**src/design/mt_pkg.sv**
```systemverilog
`default_nettype none
package mt_pkg;

    // twister geometry
    localparam int unsigned TW_N = 624;
    localparam int unsigned TW_M = 397;
    localparam int unsigned AW   = 10;

    // key buffer geometry
    localparam int unsigned KEY_MAX = 64;
    localparam int unsigned KAW     = $clog2(KEY_MAX);
    localparam int unsigned KCW     = $clog2(KEY_MAX + 1);

    localparam logic [AW-1:0] LAST_ADDR  = AW'(TW_N - 1);
    localparam logic [AW-1:0] IDX_FULL   = AW'(TW_N);
    localparam logic [AW-1:0] FAR_SPLIT  = AW'(TW_N - TW_M);
    localparam logic [AW-1:0] FAR_FWD    = AW'(TW_M);
    localparam logic [AW-1:0] FAR_BACK   = AW'(TW_N - TW_M);
    localparam logic [AW-1:0] STEPS_A    = AW'(TW_N);
    localparam logic [AW-1:0] STEPS_B    = AW'(TW_N - 1);
    localparam logic [AW-1:0] IDX_RESET  = AW'(TW_N + 1);

    localparam logic [31:0] TWIST_XOR    = 32'h9908_b0df;
    localparam logic [31:0] TOP_BIT      = 32'h8000_0000;
    localparam logic [31:0] LOW_BITS     = 32'h7fff_ffff;
    localparam logic [31:0] MUL_SEED     = 32'd1812433253;
    localparam logic [31:0] MUL_KEY_A    = 32'd1664525;
    localparam logic [31:0] MUL_KEY_B    = 32'd1566083941;
    localparam logic [31:0] SEED_KEY     = 32'd19650218;
    localparam logic [31:0] SEED_DEFAULT = 32'd5489;
    localparam logic [31:0] TEMPER_B     = 32'h9d2c_5680;
    localparam logic [31:0] TEMPER_C     = 32'hefc6_0000;

    // item modes
    localparam logic [1:0] MODE_SEED    = 2'd0;
    localparam logic [1:0] MODE_KEY     = 2'd1;
    localparam logic [1:0] MODE_PRODUCE = 2'd2;
    localparam logic [1:0] MODE_UNUSED  = 2'd3;

    typedef enum logic [4:0] {
        S_IDLE, S_SV_INIT, S_SV_RD, S_SV_WR,
        S_KA_SEED, S_KA_RD, S_KA_WR, S_KA_WRAP,
        S_KB_RD, S_KB_WR, S_KB_WRAP, S_KFIN,
        S_RG_LD, S_RG_CUR, S_RG_RD, S_RG_WR,
        S_OUT_RD, S_OUT_T
    } t_state;

    typedef enum logic [2:0] {
        W_SEED, W_SV, W_KA, W_KB, W_PREV, W_HIGH, W_TWIST
    } t_wsel;

    typedef enum logic [1:0] {
        M_SV, M_KA, M_KB
    } t_mulsel;

    typedef enum logic [1:0] {
        SD_VALUE, SD_DEFAULT, SD_KEY
    } t_seedsel;

    typedef enum logic [1:0] {
        AFT_IDLE, AFT_KEY, AFT_REGEN
    } t_after;

    typedef struct packed {
        logic            cap_value;
        logic            rd_en;
        logic [AW-1:0]   addr_a;
        logic [AW-1:0]   addr_b;
        logic            wr_en;
        logic [AW-1:0]   wr_addr;
        t_wsel           wsel;
        logic            mul_en;
        t_mulsel         mul_sel;
        t_seedsel        seed_sel;
        logic            cur_load;
        logic [KAW-1:0]  key_idx;
        logic            key_wr_en;
        logic [KAW-1:0]  key_wr_addr;
        logic            out_load;
    } t_cmd;

    typedef struct packed {
        logic out_free;
    } t_stat;

    function automatic logic [31:0] twist(input logic [31:0] cur,
                                          input logic [31:0] nxt,
                                          input logic [31:0] far);
        logic [31:0] y;
        y = (cur & TOP_BIT) | (nxt & LOW_BITS);
        return far ^ (y >> 1) ^ (y[0] ? TWIST_XOR : 32'd0);
    endfunction

    function automatic logic [31:0] temper(input logic [31:0] w);
        logic [31:0] y;
        y = w ^ (w >> 11);
        y = y ^ ((y << 7) & TEMPER_B);
        y = y ^ ((y << 15) & TEMPER_C);
        y = y ^ (y >> 18);
        return y;
    endfunction

endpackage
`default_nettype wire

```
**src/design/mt_ctrl.sv**
```systemverilog
`default_nettype none
module mt_ctrl (
    input  wire logic          i_clk,
    input  wire logic          i_rst_n,
    input  wire logic          i_valid,
    input  wire logic [1:0]    i_mode,
    input  wire logic          i_last,
    output logic               o_ready,
    output mt_pkg::t_cmd       o_cmd,
    input  wire mt_pkg::t_stat i_stat
);

    mt_pkg::t_state                 r_state, n_state;
    logic [mt_pkg::AW-1:0]          r_idx, n_idx;
    logic [mt_pkg::AW-1:0]          r_cnt, n_cnt;
    logic [mt_pkg::AW-1:0]          r_steps, n_steps;
    logic [mt_pkg::KAW-1:0]         r_b, n_b;
    logic [mt_pkg::KCW-1:0]         r_len, n_len;
    logic [mt_pkg::KCW-1:0]         r_kcount, n_kcount;
    mt_pkg::t_seedsel               r_seed_sel, n_seed_sel;
    mt_pkg::t_after                 r_after, n_after;

    logic                           w_accept;
    logic [mt_pkg::KCW-1:0]         w_kc_inc;
    logic [mt_pkg::KAW-1:0]         w_b_next;
    logic [mt_pkg::AW-1:0]          w_cnt_inc;

    assign w_accept  = i_valid && o_ready;
    assign w_kc_inc  = mt_pkg::KCW'(r_kcount + 1'b1);
    assign w_cnt_inc = mt_pkg::AW'(r_cnt + 1'b1);
    // key index wraps at the key length
    assign w_b_next  = (mt_pkg::KCW'({1'b0, r_b}) + 1'b1 >= r_len) ? '0
                                                                    : mt_pkg::KAW'(r_b + 1'b1);

    // state and counters
    always_ff @(posedge i_clk) begin
        if (!i_rst_n) begin
            r_state    <= mt_pkg::S_IDLE;
            r_idx      <= mt_pkg::IDX_RESET;
            r_kcount   <= '0;
            r_cnt      <= '0;
            r_steps    <= '0;
            r_b        <= '0;
            r_len      <= '0;
            r_seed_sel <= mt_pkg::SD_VALUE;
            r_after    <= mt_pkg::AFT_IDLE;
        end else begin
            r_state    <= n_state;
            r_idx      <= n_idx;
            r_kcount   <= n_kcount;
            r_cnt      <= n_cnt;
            r_steps    <= n_steps;
            r_b        <= n_b;
            r_len      <= n_len;
            r_seed_sel <= n_seed_sel;
            r_after    <= n_after;
        end
    end

    // next state and commands
    always_comb begin
        n_state    = r_state;
        n_idx      = r_idx;
        n_kcount   = r_kcount;
        n_cnt      = r_cnt;
        n_steps    = r_steps;
        n_b        = r_b;
        n_len      = r_len;
        n_seed_sel = r_seed_sel;
        n_after    = r_after;
        o_ready    = 1'b0;
        o_cmd      = '0;
        o_cmd.wsel     = mt_pkg::W_PREV;
        o_cmd.mul_sel  = mt_pkg::M_SV;
        o_cmd.seed_sel = r_seed_sel;
        o_cmd.key_idx  = r_b;

        unique case (r_state)
            mt_pkg::S_IDLE: begin
                o_ready = 1'b1;
                if (w_accept) begin
                    priority if (i_mode == mt_pkg::MODE_SEED) begin
                        o_cmd.cap_value = 1'b1;
                        n_seed_sel = mt_pkg::SD_VALUE;
                        n_after    = mt_pkg::AFT_IDLE;
                        n_state    = mt_pkg::S_SV_INIT;
                    end else if (i_mode == mt_pkg::MODE_KEY) begin
                        if (r_kcount < mt_pkg::KCW'(mt_pkg::KEY_MAX)) begin
                            o_cmd.key_wr_en   = 1'b1;
                            o_cmd.key_wr_addr = r_kcount[mt_pkg::KAW-1:0];
                            n_kcount = w_kc_inc;
                        end
                        if (i_last) begin
                            n_len      = (n_kcount == '0) ? mt_pkg::KCW'(1) : n_kcount;
                            n_kcount   = '0;
                            n_seed_sel = mt_pkg::SD_KEY;
                            n_after    = mt_pkg::AFT_KEY;
                            n_state    = mt_pkg::S_SV_INIT;
                        end
                    end else if (i_mode == mt_pkg::MODE_PRODUCE) begin
                        priority if (r_idx < mt_pkg::IDX_FULL) begin
                            n_state = mt_pkg::S_OUT_RD;
                        end else if (r_idx == mt_pkg::IDX_FULL) begin
                            n_state = mt_pkg::S_RG_LD;
                        end else begin
                            n_seed_sel = mt_pkg::SD_DEFAULT;
                            n_after    = mt_pkg::AFT_REGEN;
                            n_state    = mt_pkg::S_SV_INIT;
                        end
                    end else begin
                        n_state = mt_pkg::S_IDLE;
                    end
                end
            end
            // seed from one value
            mt_pkg::S_SV_INIT: begin
                o_cmd.wr_en   = 1'b1;
                o_cmd.wr_addr = '0;
                o_cmd.wsel    = mt_pkg::W_SEED;
                n_cnt   = mt_pkg::AW'(1);
                n_state = mt_pkg::S_SV_RD;
            end
            mt_pkg::S_SV_RD: begin
                o_cmd.mul_en  = 1'b1;
                o_cmd.mul_sel = mt_pkg::M_SV;
                n_state = mt_pkg::S_SV_WR;
            end
            mt_pkg::S_SV_WR: begin
                o_cmd.wr_en   = 1'b1;
                o_cmd.wr_addr = r_cnt;
                o_cmd.wsel    = mt_pkg::W_SV;
                n_cnt   = w_cnt_inc;
                n_state = mt_pkg::S_SV_RD;
                if (r_cnt == mt_pkg::LAST_ADDR) begin
                    n_idx = mt_pkg::IDX_FULL;
                    unique case (r_after)
                        mt_pkg::AFT_KEY: begin
                            n_cnt   = mt_pkg::AW'(1);
                            n_b     = '0;
                            n_steps = mt_pkg::STEPS_A;
                            n_state = mt_pkg::S_KA_SEED;
                        end
                        mt_pkg::AFT_REGEN: n_state = mt_pkg::S_RG_LD;
                        default:           n_state = mt_pkg::S_IDLE;
                    endcase
                end
            end
            // word 0 becomes the previous word for the first key step
            mt_pkg::S_KA_SEED: begin
                o_cmd.wr_en   = 1'b1;
                o_cmd.wr_addr = '0;
                o_cmd.wsel    = mt_pkg::W_SEED;
                n_state = mt_pkg::S_KA_RD;
            end
            // key mixing, first pass
            mt_pkg::S_KA_RD: begin
                o_cmd.rd_en   = 1'b1;
                o_cmd.addr_a  = r_cnt;
                o_cmd.mul_en  = 1'b1;
                o_cmd.mul_sel = mt_pkg::M_KA;
                n_state = mt_pkg::S_KA_WR;
            end
            mt_pkg::S_KA_WR: begin
                o_cmd.wr_en   = 1'b1;
                o_cmd.wr_addr = r_cnt;
                o_cmd.wsel    = mt_pkg::W_KA;
                n_b     = w_b_next;
                n_steps = mt_pkg::AW'(r_steps - 1'b1);
                if (r_cnt == mt_pkg::LAST_ADDR) begin
                    n_cnt   = mt_pkg::AW'(1);
                    n_state = mt_pkg::S_KA_WRAP;
                end else begin
                    n_cnt = w_cnt_inc;
                    if (r_steps == mt_pkg::AW'(1)) begin
                        n_steps = mt_pkg::STEPS_B;
                        n_state = mt_pkg::S_KB_RD;
                    end else begin
                        n_state = mt_pkg::S_KA_RD;
                    end
                end
            end
            mt_pkg::S_KA_WRAP: begin
                o_cmd.wr_en   = 1'b1;
                o_cmd.wr_addr = '0;
                o_cmd.wsel    = mt_pkg::W_PREV;
                if (r_steps == '0) begin
                    n_steps = mt_pkg::STEPS_B;
                    n_state = mt_pkg::S_KB_RD;
                end else begin
                    n_state = mt_pkg::S_KA_RD;
                end
            end
            // key mixing, second pass
            mt_pkg::S_KB_RD: begin
                o_cmd.rd_en   = 1'b1;
                o_cmd.addr_a  = r_cnt;
                o_cmd.mul_en  = 1'b1;
                o_cmd.mul_sel = mt_pkg::M_KB;
                n_state = mt_pkg::S_KB_WR;
            end
            mt_pkg::S_KB_WR: begin
                o_cmd.wr_en   = 1'b1;
                o_cmd.wr_addr = r_cnt;
                o_cmd.wsel    = mt_pkg::W_KB;
                n_steps = mt_pkg::AW'(r_steps - 1'b1);
                if (r_cnt == mt_pkg::LAST_ADDR) begin
                    n_cnt   = mt_pkg::AW'(1);
                    n_state = mt_pkg::S_KB_WRAP;
                end else begin
                    n_cnt   = w_cnt_inc;
                    n_state = (r_steps == mt_pkg::AW'(1)) ? mt_pkg::S_KFIN : mt_pkg::S_KB_RD;
                end
            end
            mt_pkg::S_KB_WRAP: begin
                o_cmd.wr_en   = 1'b1;
                o_cmd.wr_addr = '0;
                o_cmd.wsel    = mt_pkg::W_PREV;
                n_state = (r_steps == '0) ? mt_pkg::S_KFIN : mt_pkg::S_KB_RD;
            end
            mt_pkg::S_KFIN: begin
                o_cmd.wr_en   = 1'b1;
                o_cmd.wr_addr = '0;
                o_cmd.wsel    = mt_pkg::W_HIGH;
                n_idx   = mt_pkg::IDX_FULL;
                n_state = mt_pkg::S_IDLE;
            end
            // regenerate the whole state
            mt_pkg::S_RG_LD: begin
                o_cmd.rd_en  = 1'b1;
                o_cmd.addr_a = '0;
                n_cnt   = '0;
                n_state = mt_pkg::S_RG_CUR;
            end
            mt_pkg::S_RG_CUR: begin
                o_cmd.cur_load = 1'b1;
                n_state = mt_pkg::S_RG_RD;
            end
            mt_pkg::S_RG_RD: begin
                o_cmd.rd_en  = 1'b1;
                o_cmd.addr_a = (r_cnt == mt_pkg::LAST_ADDR) ? '0 : w_cnt_inc;
                o_cmd.addr_b = (r_cnt < mt_pkg::FAR_SPLIT)
                             ? mt_pkg::AW'(r_cnt + mt_pkg::FAR_FWD)
                             : mt_pkg::AW'(r_cnt - mt_pkg::FAR_BACK);
                n_state = mt_pkg::S_RG_WR;
            end
            mt_pkg::S_RG_WR: begin
                o_cmd.wr_en    = 1'b1;
                o_cmd.wr_addr  = r_cnt;
                o_cmd.wsel     = mt_pkg::W_TWIST;
                o_cmd.cur_load = 1'b1;
                n_cnt = w_cnt_inc;
                if (r_cnt == mt_pkg::LAST_ADDR) begin
                    n_idx   = '0;
                    n_state = mt_pkg::S_OUT_RD;
                end else begin
                    n_state = mt_pkg::S_RG_RD;
                end
            end
            // read and temper one word
            mt_pkg::S_OUT_RD: begin
                o_cmd.rd_en  = 1'b1;
                o_cmd.addr_a = r_idx;
                n_idx   = mt_pkg::AW'(r_idx + 1'b1);
                n_state = mt_pkg::S_OUT_T;
            end
            mt_pkg::S_OUT_T: begin
                if (i_stat.out_free) begin
                    o_cmd.out_load = 1'b1;
                    n_state = mt_pkg::S_IDLE;
                end
            end
            default: n_state = mt_pkg::S_IDLE;
        endcase
    end

endmodule
`default_nettype wire

```
**config.mk**
```make
export PLATFORM = sky130hd
export DESIGN_NAME = mt_ctrl
export DESIGN_NICKNAME = d
export VERILOG_FILES = /design/src/design/mt_pkg.sv /design/src/design/mt_ctrl.sv
export SDC_FILE = /design/constraint.sdc
export NUM_CORES = 1
export LEC_CHECK = 0
export BUFFER_PORTS_ARGS = -buffer_cell sky130_fd_sc_hd__buf_2
export CAP_MARGIN = 20
export CORE_ASPECT_RATIO = 2
export CORE_MARGIN = 5
export CORE_UTILIZATION = 34
export DETAILED_ROUTE_END_ITERATION = 16
export PLACE_DENSITY_LB_ADDON = 0.2
export SLEW_MARGIN = 20
export SYNTH_ARGS = -nofsm -noshare
export SYNTH_HDL_FRONTEND = slang
export SYNTH_SLANG_ARGS = --single-unit
```
**constraint.sdc**
```tcl
create_clock -name i_clk -period 2.1 [get_ports i_clk]
set_input_delay 0.21 -clock i_clk [delete_from_list [all_inputs] [get_ports i_clk]]
set_output_delay 0.21 -clock i_clk [all_outputs]
set_load 0.005 [all_outputs]
```
; ---- Yosys cells after proc, flatten, opt, wreduce, memory -nomap -nowiden
; Cells that the tools add are included.
[totals]
ff_bits = 59
inputBits = 7
out_inout_bits = 57
word_cells = 150
[classes]
addsub = 8
n_lt_le_gt_ge = 4
eq_ne = 34
mux = 72
bitwise_logic = 1
n_reduce_logical = 22
[op_table]
columns = op, n
row1 = 10-bit 2-to-1 mux, 13
row2 = 14-bit case mux with 7 select lines, 1
row3 = 5-bit case mux with 17 select lines, 1
row4 = 7-bit 2-to-1 mux, 12
row5 = 10-bit case mux with 4 select lines, 2
row6 = 10-bit case mux with 5 select lines, 1
row7 = 5-bit 2-to-1 mux, 9
row8 = 11-bit case mux with 4 select lines, 1
row9 = "5-bit by 4-bit == test with 1-bit output, second input constant", 8
row10 = 2-bit 2-to-1 mux, 15
row11 = "10-bit by 1-bit adder with 10-bit output, second input constant", 2
row12 = "10-bit == test, second input constant", 2
row13 = "5-bit by 3-bit == test with 1-bit output, second input constant", 4
row14 = 6-bit 2-to-1 mux, 3
row15 = 4-bit 2-to-1 mux, 4
row16 = "2-bit inequality test, second input constant", 6
row17 = 6-bit case mux with 2 select lines, 1
row18 = "10-bit by 9-bit adder with 10-bit output, second input constant", 1
row19 = "10-bit by 1-bit == test with 1-bit output, second input constant", 1
row20 = "5-bit by 2-bit == test with 1-bit output, second input constant", 2
row21 = "5-bit == test, second input constant", 2
row22 = 10-bit logical NOT, 1
row23 = "10-bit < comparator, second input constant", 1
row24 = "10-bit by 8-bit < comparator with 1-bit output, second input constant", 1
row25 = other kinds (29), 47

; ---- Depth between registers and ports, before layout
; Gate-level depths: netlist of run 1.
[logic_depth]
depth_word = 8
depth_mapped = 9
ltp_nobuf = 9

; ---- Worst setup path after synthesis of run 1
; OpenSTA, ideal clock, no wires.
[synth_path]
path_kind = flip-flop to flip-flop
startpoint = register r_b[0] in the netlist's numbering
endpoint = register r_b[3] in the netlist's numbering
setup_time_ps = 59
t_arrival_ps = 2161
t_required_ps = 2041
path_slack_ps = -120
path_stages_with_launch = 10
period_less_slack_ps = 2220
cell_sequence = dfxtp_1 -> nand3_1 -> nor2_1 -> xor2_1 -> ha_1 -> a21o_1 -> a2111oi_4 -> o211a_1 -> and3_1 -> a221o_1
[synth_via]
elab_chain_len = 4
word_cells_on_any_way = 5
cone_classes = add/sub (2) / order compare (1) / mux (2)
[synth_rtl]
columns = item, line_no
row1 = from (decl), mt_ctrl.sv:17  ; logic [mt_pkg::KAW-1:0] r_b, n_b;
row2 = from (signal assigned), mt_ctrl.sv:53  ; r_b <= n_b;
row3 = 6-bit by 1-bit adder with 7-bit output, mt_ctrl.sv:32  ; assign w_b_next = (mt_pkg::KCW'({1'b0, r_b}) + 1'b1 >= r_len) ? '0
row4 = 7-bit greater-or-equal comparator, mt_ctrl.sv:32
row5 = 6-bit 2-to-1 mux *, mt_ctrl.sv:32
row6 = 6-bit case mux with 2 select lines *, mt_ctrl.sv:78  ; unique case (r_state)
; Every way passes the cells marked *; elsewhere a longest branch is shown, timed or not.
; A chain may end at the register's enable or synchronous reset.

==> metrics.md, run 1 <==
| Metric | Value |
|---|---|
| Status | `finished, violations left` |
| Failing checks | `negative setup slack` |
| Largest net degree at the start of global routing | `24` |
| Max-cap violations | `0` |
| Synth Instances | `621` |
| Hold depth | `3` |
| R2R Setup Slk | `-0.11 ns` |
| Pwr dens | `453 mW/mm²` |
| Critical setup path kind | `reg -> out` |
| Worst-Skew Late Latency | `0.33 ns` |
| Inserted Diodes | `0` |
| RR Startpoint | `r_b[0]` |
| Root Driver | `clkbuf_16` |
| Endpoints failing setup | `28` |
| Die Area | `0.0160 mm²` |
| #FFs+latches synth | `57` |
| Post-Synthesis Mean Instance Area | `7.36 µm²` |
| Unrepaired setup endpoints after global routing | `yes` |
| CTS sink cnt | `57` |
| ANT nets after route | `0` |
| Number of flops mapped to enable cells by yosys | `0` |
| Remaining global-route overflow | `0` |
| CTS tree | `built` |
| Worst-path cell chain | `ha_4, or3_4, nor2_4, o21ai_2, maj3_2, xnor2_2, nor2_1, buf_2` |
| Die width | `92.0 µm` |
| Sink of the worst hold path | `r_seed_sel[0]` |
| Critical Path RT | `1.89 ns` |
| Worst-path clk slew | `0.05 ns` |
| TritonCTS buffer count | `9` |
| Delay of the slowest critical-path stage | `0.36 ns` |
| Post-DR wirelength/cell | `17.7 µm` |
| Sequential cell area | `0.00117 mm²` |
| Crit end category | `output pin` |
| Die extent in y | `174 µm` |
| Hold_buf cts | `0` |
| Mapped cell area | `0.00457 mm²` |
| Post-synthesis cell type count | `79` |
| R2R Path End | `r_b[3]` |
| GPL Wtd Cong | `0.940` |
| Clock Path Buffers | `2` |
| DRT Pass-1 Iters | `5` |
| Min Tclk post-route | `2.25 ns` |
| First-pass GRT wire length | `26200 µm` |
| Vias/cell | `5.71` |
| Critical-path top delay cell | `or3_4` |
| Worst-Margin Slew | `0.693 ns` |
| Max transition margin | `53.4%` |
| Worst setup margin | `-0.145 ns` |
| DPL Wire Length | `12400 µm` |
| Multi-input logic area | `0.00357 mm²` |
| Final worst-path cycle share | `107%` |
| Placed Instances | `885` |
| Syn_nets | `645` |
| Initial antenna violation count | `0` |
| Area grow syn2layout | `50.2%` |
| Total chip power | `3110 µW` |
| Vias | `5406` |
| I/O Buffers | `63` |
| Row count | `60` |
| Synth async-reset ratio | `0%` |
| Starting Density | `34.2%` |
| Synth warn | `0` |
| Hold Path Class | `in -> reg` |
| Slew Limit Fails | `0` |
| Final Non-Filler Cells | `946` |
| Layout cell share with drive strength beyond 1 | `42.1%` |
| Startpoint type of the worst setup path | `flop` |
| H-Tree Level Count | `3` |
| Fillers | `1289` |
| Main synth FF type | `dfxtp_1` |
| Min-delay src | `i_mode[1]` |
| Global Route Usage Sum | `20.4%` |
| Final WL | `16700 µm` |
| Worst Path Max Fanout | `3` |
| Worst VDD drop | `0.362 mV` |
| DRC Markers | `0` |
| Post-layout util | `51.4%` |
| Layout net count | `810` |
| Worst EP arrival | `2.04 ns` |
| DR iter-0 viols | `349` |
| CORE AREA | `0.0134 mm²` |
| Clock skew | `0.00445 ns` |
| Maximum clock rate | `445 MHz` |
| Seq/Total Area, Yosys | `25.0%` |
| Pleak | `0.00292 µW` |
| Vias in the first global route | `5415` |
| I/O pin cnt | `64` |
| Register-to-Register Path Depth | `9` |
| Hold violation total from the final report | `0` |
## report_power, final
| group | internal, µW | switching [µW] |
|---|---|---|
| Sequential | 1100 | 31.5 |
| Clock | 945 | 526 |
| Combinational | 217 | 287 |
| Total | 2260 | 845 |
## worst max-delay path by stage
stage                  start        end  slack, ns  cells past startpoint
floorplan             r_b[2]     r_b[3]      -0.01                      9
global placement      r_b[1]     r_b[5]      -0.09                      9
detailed placement    r_b[1]     r_b[5]      -0.19                      9
CTS                 r_cnt[1]  o_cmd[41]      -0.16                      9
global route          r_b[0]     r_b[3]      -0.22                      9
finish              r_cnt[1]  o_cmd[39]      -0.15                      8
## cells in the final DEF, fill, tap and decap left out, drive strengths merged, types with 7 or more instances in the layout
cell	netlist	routed
xnor2	13	13
nor2b	10	10
nor2	72	72
a21o	8	8
nand4	7	7
ha	17	17
and2	27	27
a211oi	10	10
nor3	21	21
nand2	42	42
a22oi	9	9
a31oi	12	12
or3	8	8
nor4	7	7
clkbuf	22	12
o211ai	9	9
o21a	7	7
inv	29	27
xor2	8	8
buf	21	196
o21ai	46	46
nand3	29	29
a21oi	44	44
and3	11	11
dfxtp	57	57
## logic make-up (layout without fill, tap and decap cells)
| group | count (synthesis) | after routing | synth area share [%] |
|---|---|---|---|
| buffers and inverters | 74 | 244 | 7.20 |
| adder cells (fa/ha/maj) | 19 | 19 | 5.12 |
| XOR/XNOR | 21 | 21 | 4.03 |
| AO/OA/AOI/OAI | 185 | 185 | 27.4 |
| multiplexers | 3 | 3 | 0.657 |
| flip-flops | 57 | 57 | 25.0 |
| AND/OR/NAND/NOR | 262 | 262 | 30.6 |
## timing repair
| item | 4_1_cts | 5_1_grt |
|---|---|---|
| hold endpoints to repair | 0 | 0 |
| gates resized for setup | 86 | 101 |
| cloned | 2 | 0 |
| buffers inserted | 22 | 23 |
| pin swaps | 36 | 47 |
| setup endpoints to repair | 50 | 56 |
## cell usage after synthesis (all sizes together) (13+ instances only)
cell type / number / area, µm²
o21ai: 46 / 245
a21oi: 44 / 220
and2: 27 / 169
nor3: 21 / 116
xnor2: 13 / 114
buf: 21 / 129
nor2: 72 / 278
inv: 29 / 109
nand2: 42 / 158
nand3: 29 / 150
ha: 17 / 213
dfxtp: 57 / 1140
clkbuf: 22 / 83.8
## through the flow
stage | hold WS [ns] | cell area, µm² | worst slack, ns | setup TNS [ns]
after floorplan | 0.346 | 4580 | -0.0128 | -0.0128
after global placement | 0.493 | 5560 | -0.0914 | -0.380
after detailed placement | 0.500 | 5560 | -0.194 | -0.963
after CTS | 0.149 | 6320 | -0.162 | -1.54
after global routing | 0.176 | 6860 | -0.222 | -4.93
final | 0.168 | 6860 | -0.145 | -1.97
## flip-flops by register name, summed over array words and instances (netlist names)
signal	count
r_after	1
r_b	6
r_kcount	7
r_len	7
r_idx	10
r_seed_sel	1
r_cnt	10
r_state	5
r_steps	10
## layer usage
| metal | share of wire, % | track usage [%] |
|---|---|---|
| met1 | 34 | 18.6 |
| met2 | 57 | 41.2 |
| met3 | 3.3 | 2.43 |
| met4 | 5.5 | 11.8 |
| met5 | 0 | 0 |
## worst max-delay path, delay by kind of cell, from the launching register on
family / cells / cell delay [ns]
flops: 1 / 0.34
compound gates: 1 / 0.07
buf+inv: 1 / 0.11
fa+ha+maj: 2 / 0.50
xor+xnor: 1 / 0.14
simple gates: 3 / 0.56
## layout make-up
class	instances	share of cell area (%)
sequential	57	17.0
multi-input combinational	490	52.0
timing repair buffer	197	22.1
clock buffer	11	3.54
clock inverter	5	0.802
tap	155	2.83
inverter	31	1.80
Power figures use the tool's default switching activity.
==> run 2: changes to the inputs <==
--- a/config.mk
+++ b/config.mk
@@ -13,5 +13,4 @@
 export DETAILED_ROUTE_END_ITERATION = 16
 export PLACE_DENSITY_LB_ADDON = 0.2
-export SLEW_MARGIN = 20
 export SYNTH_ARGS = -nofsm -noshare
 export SYNTH_HDL_FRONTEND = slang
==> constraint.sdc (replaced) <==
create_clock -name i_clk -period 2.1 [get_ports i_clk]
set_input_delay 0.105 -clock i_clk [delete_from_list [all_inputs] [get_ports i_clk]]
set_output_delay 0.105 -clock i_clk [all_outputs]
set_load 0.005 [all_outputs]
==> metrics.md, run 2 (same netlist as run 1, synthesis figures left out) <==
| Metric | Value |
|---|---|
| Sequential Power Share | `37.7%` |
| ANT nets after route | `0` |
| Startpoint type of the worst setup path | `flop` |
| Layout cell share with drive strength beyond 1 | `38.6%` |
| Logic pwr share | `16.2%` |
| Sw frac | `27.8%` |
| Vias in the first global route | `5340` |
| RR Startpoint | `r_b[0]` |
| Clock Path Buffers | `2` |
| Vias | `5362` |
| Hold_buf cts | `0` |
| Commonest non-fill, non-tap cell in the layout | `buf_4` |
| First-pass GRT wire length | `25900 µm` |
| Hold violation total from the final report | `0` |
| DRC Markers | `0` |
| Final worst-path cycle share | `106%` |
| Maximum clock rate | `451 MHz` |
| Critical Path RT | `2.00 ns` |
| Vias/cell | `5.80` |
| Most frequent cells in the layout | `buf_4, nor2_1, buf_2` |
| Register-to-Register Path Depth | `9` |
| Inserted Diodes | `0` |
| Worst setup margin | `-0.116 ns` |
| R2R Path End | `r_b[3]` |
| Max-cap violations | `0` |
| Die Area | `0.0160 mm²` |
| Area grow syn2layout | `41.9%` |
| DPL Wire Length | `12700 µm` |
| Min Tclk post-route | `2.22 ns` |
| Top Registers | `r_cnt x10, r_idx x10, r_steps x10` |
| Remaining global-route overflow | `0` |
| Fillers | `1318` |
| Sw power | `826 µW` |
| Unrepaired setup endpoints after global routing | `yes` |
| Critical setup path kind | `reg -> out` |
| Pwr dens | `459 mW/mm²` |
| CORE AREA | `0.0134 mm²` |
| Internal power | `2150 µW` |
| Worst EP arrival | `2.11 ns` |
| TritonCTS buffer count | `9` |
| Failing checks | `negative setup slack` |
| CP endpoint | `o_cmd[39]` |
| I/O Buffers | `63` |
| Status | `finished, violations left` |
| Slew Limit Fails | `0` |
| Pleak | `0.00277 µW` |
| Final WL | `16900 µm` |
| Crit end category | `output pin` |
| DRT Pass-1 Iters | `5` |
| Hold Path Class | `in -> reg` |
| Initial antenna violation count | `0` |
| Die width | `92.0 µm` |
| Clock power frac | `46.2%` |
| DP Area | `0.00550 mm²` |
| Layout net count | `789` |
| Total negative slack | `-0.525 ns` |
| CTS tree | `built` |
| Worst Path Max Fanout | `2` |
| Post-route cell area | `0.00648 mm²` |
| Endpoints failing setup | `13` |
| Worst-Margin Slew | `0.663 ns` |
| CTS sink cnt | `57` |
| Die extent in y | `174 µm` |
| R2R Setup Slk | `-0.08 ns` |
| H-Tree Level Count | `3` |
| DR iter-0 viols | `273` |
| Largest net degree at the start of global routing | `28` |
| Crit. Startpoint | `r_cnt[1]` |
| Row count | `60` |
| Worst-Skew Late Latency | `0.34 ns` |
| Worst-path clk slew | `0.05 ns` |
| Root Driver | `clkbuf_16` |
| Post-DR wirelength/cell | `18.3 µm` |
| Global Route Usage Sum | `20.2%` |
| Starting Density | `34.2%` |
| GPL Wtd Cong | `0.937` |
| Clock skew | `0.00595 ns` |
| Max transition margin | `55.4%` |
| Worst VDD drop | `0.419 mV` |
| I/O pin cnt | `64` |
## run 2: cell count changes in the layout (fill, tap and decap cells not counted), moves of 3 or more
cell / previous run / this run
buf_6: 40 / 16
and2_1: 13 / 22
and2_4: 14 / 5
buf_2: 53 / 62
buf_4: 101 / 95
and3_1: 8 / 11
o21ai_0: 22 / 25
## run 2: metal layers
metal  up-vias  share of wire, %  global-route usage (%)
li1       2536                 -                       -
met1      2553                34                    17.9
met2       197                57                    40.9
met3        76               3.7                    3.29
met4         0               5.9                    11.7
met5         -                 0                       0
## run 2: repair_timing
item                                    in CTS  in global routing
endpoints found under the setup margin      39                 61
gates resized for setup                     65                 72
gates cloned                                 1                  0
pin swaps                                   20                 29
setup buffers                               13                 18
## run 2: worst min path at each step
stage                     slack [ns]       endpoint  startpoint  cells after the start
after global routing            0.07  r_seed_sel[0]   i_mode[1]                      3
after floorplan                 0.24  r_seed_sel[0]   i_mode[1]                      2
after global placement          0.40  r_seed_sel[0]   i_mode[1]                      3
after detailed placement        0.41  r_seed_sel[0]   i_mode[1]                      3
after CTS                       0.05  r_seed_sel[0]   i_mode[1]                      3
final                           0.07  r_seed_sel[0]   i_mode[1]                      3
## run 2: per-stage QoR
| step | hold slack, ns | instances | power, µW | utilization (%) | setup slack, ns |
|---|---|---|---|---|---|
| 2_1_floorplan | 0.241 | 621 | 1400 | - | 0.00269 |
| 6_report | 0.0693 | 925 | 2970 | 48.5 | -0.116 |
| 4_1_cts | 0.0529 | 907 | 2980 | 45.6 | -0.157 |
| 3_3_place_gp | 0.402 | 877 | 1550 | 41.2 | -0.0562 |
| 5_1_grt | 0.0693 | 925 | 3110 | 48.5 | -0.225 |
| 3_5_place_dp | 0.409 | 877 | 1560 | 41.2 | -0.139 |
## run 2: final cells by class
| cell class | count | area, µm² | share of cell area, % |
|---|---|---|---|
| multi-input cells | 490 | 3470 | 53.5 |
| clock inverters | 5 | 30.0 | 0.463 |
| well taps | 155 | 194 | 2.99 |
| clock buffers | 11 | 253 | 3.90 |
| flip-flops and latches | 57 | 1170 | 18.1 |
| inverters | 31 | 120 | 1.85 |
| repair buffers | 176 | 1240 | 19.2 |
## run 2: worst max-delay path, cell delays in order, from the launching register on
cell	delay (ns)
dfxtp_2	0.33
ha_4	0.16
buf_6	0.11
or3_4	0.34
nor2_4	0.11
o21ai_2	0.07
maj3_2	0.33
xnor2_2	0.14
nor2_1	0.07
buf_2	0.11
## run 2: power groups by stage
stage	logic, µW	registers [µW]	clock network, µW
after floorplan	264	1140	0
after CTS	445	1120	1410
after detailed placement	413	1140	0
after global routing	520	1120	1460
after global placement	408	1140	0
final	480	1120	1370
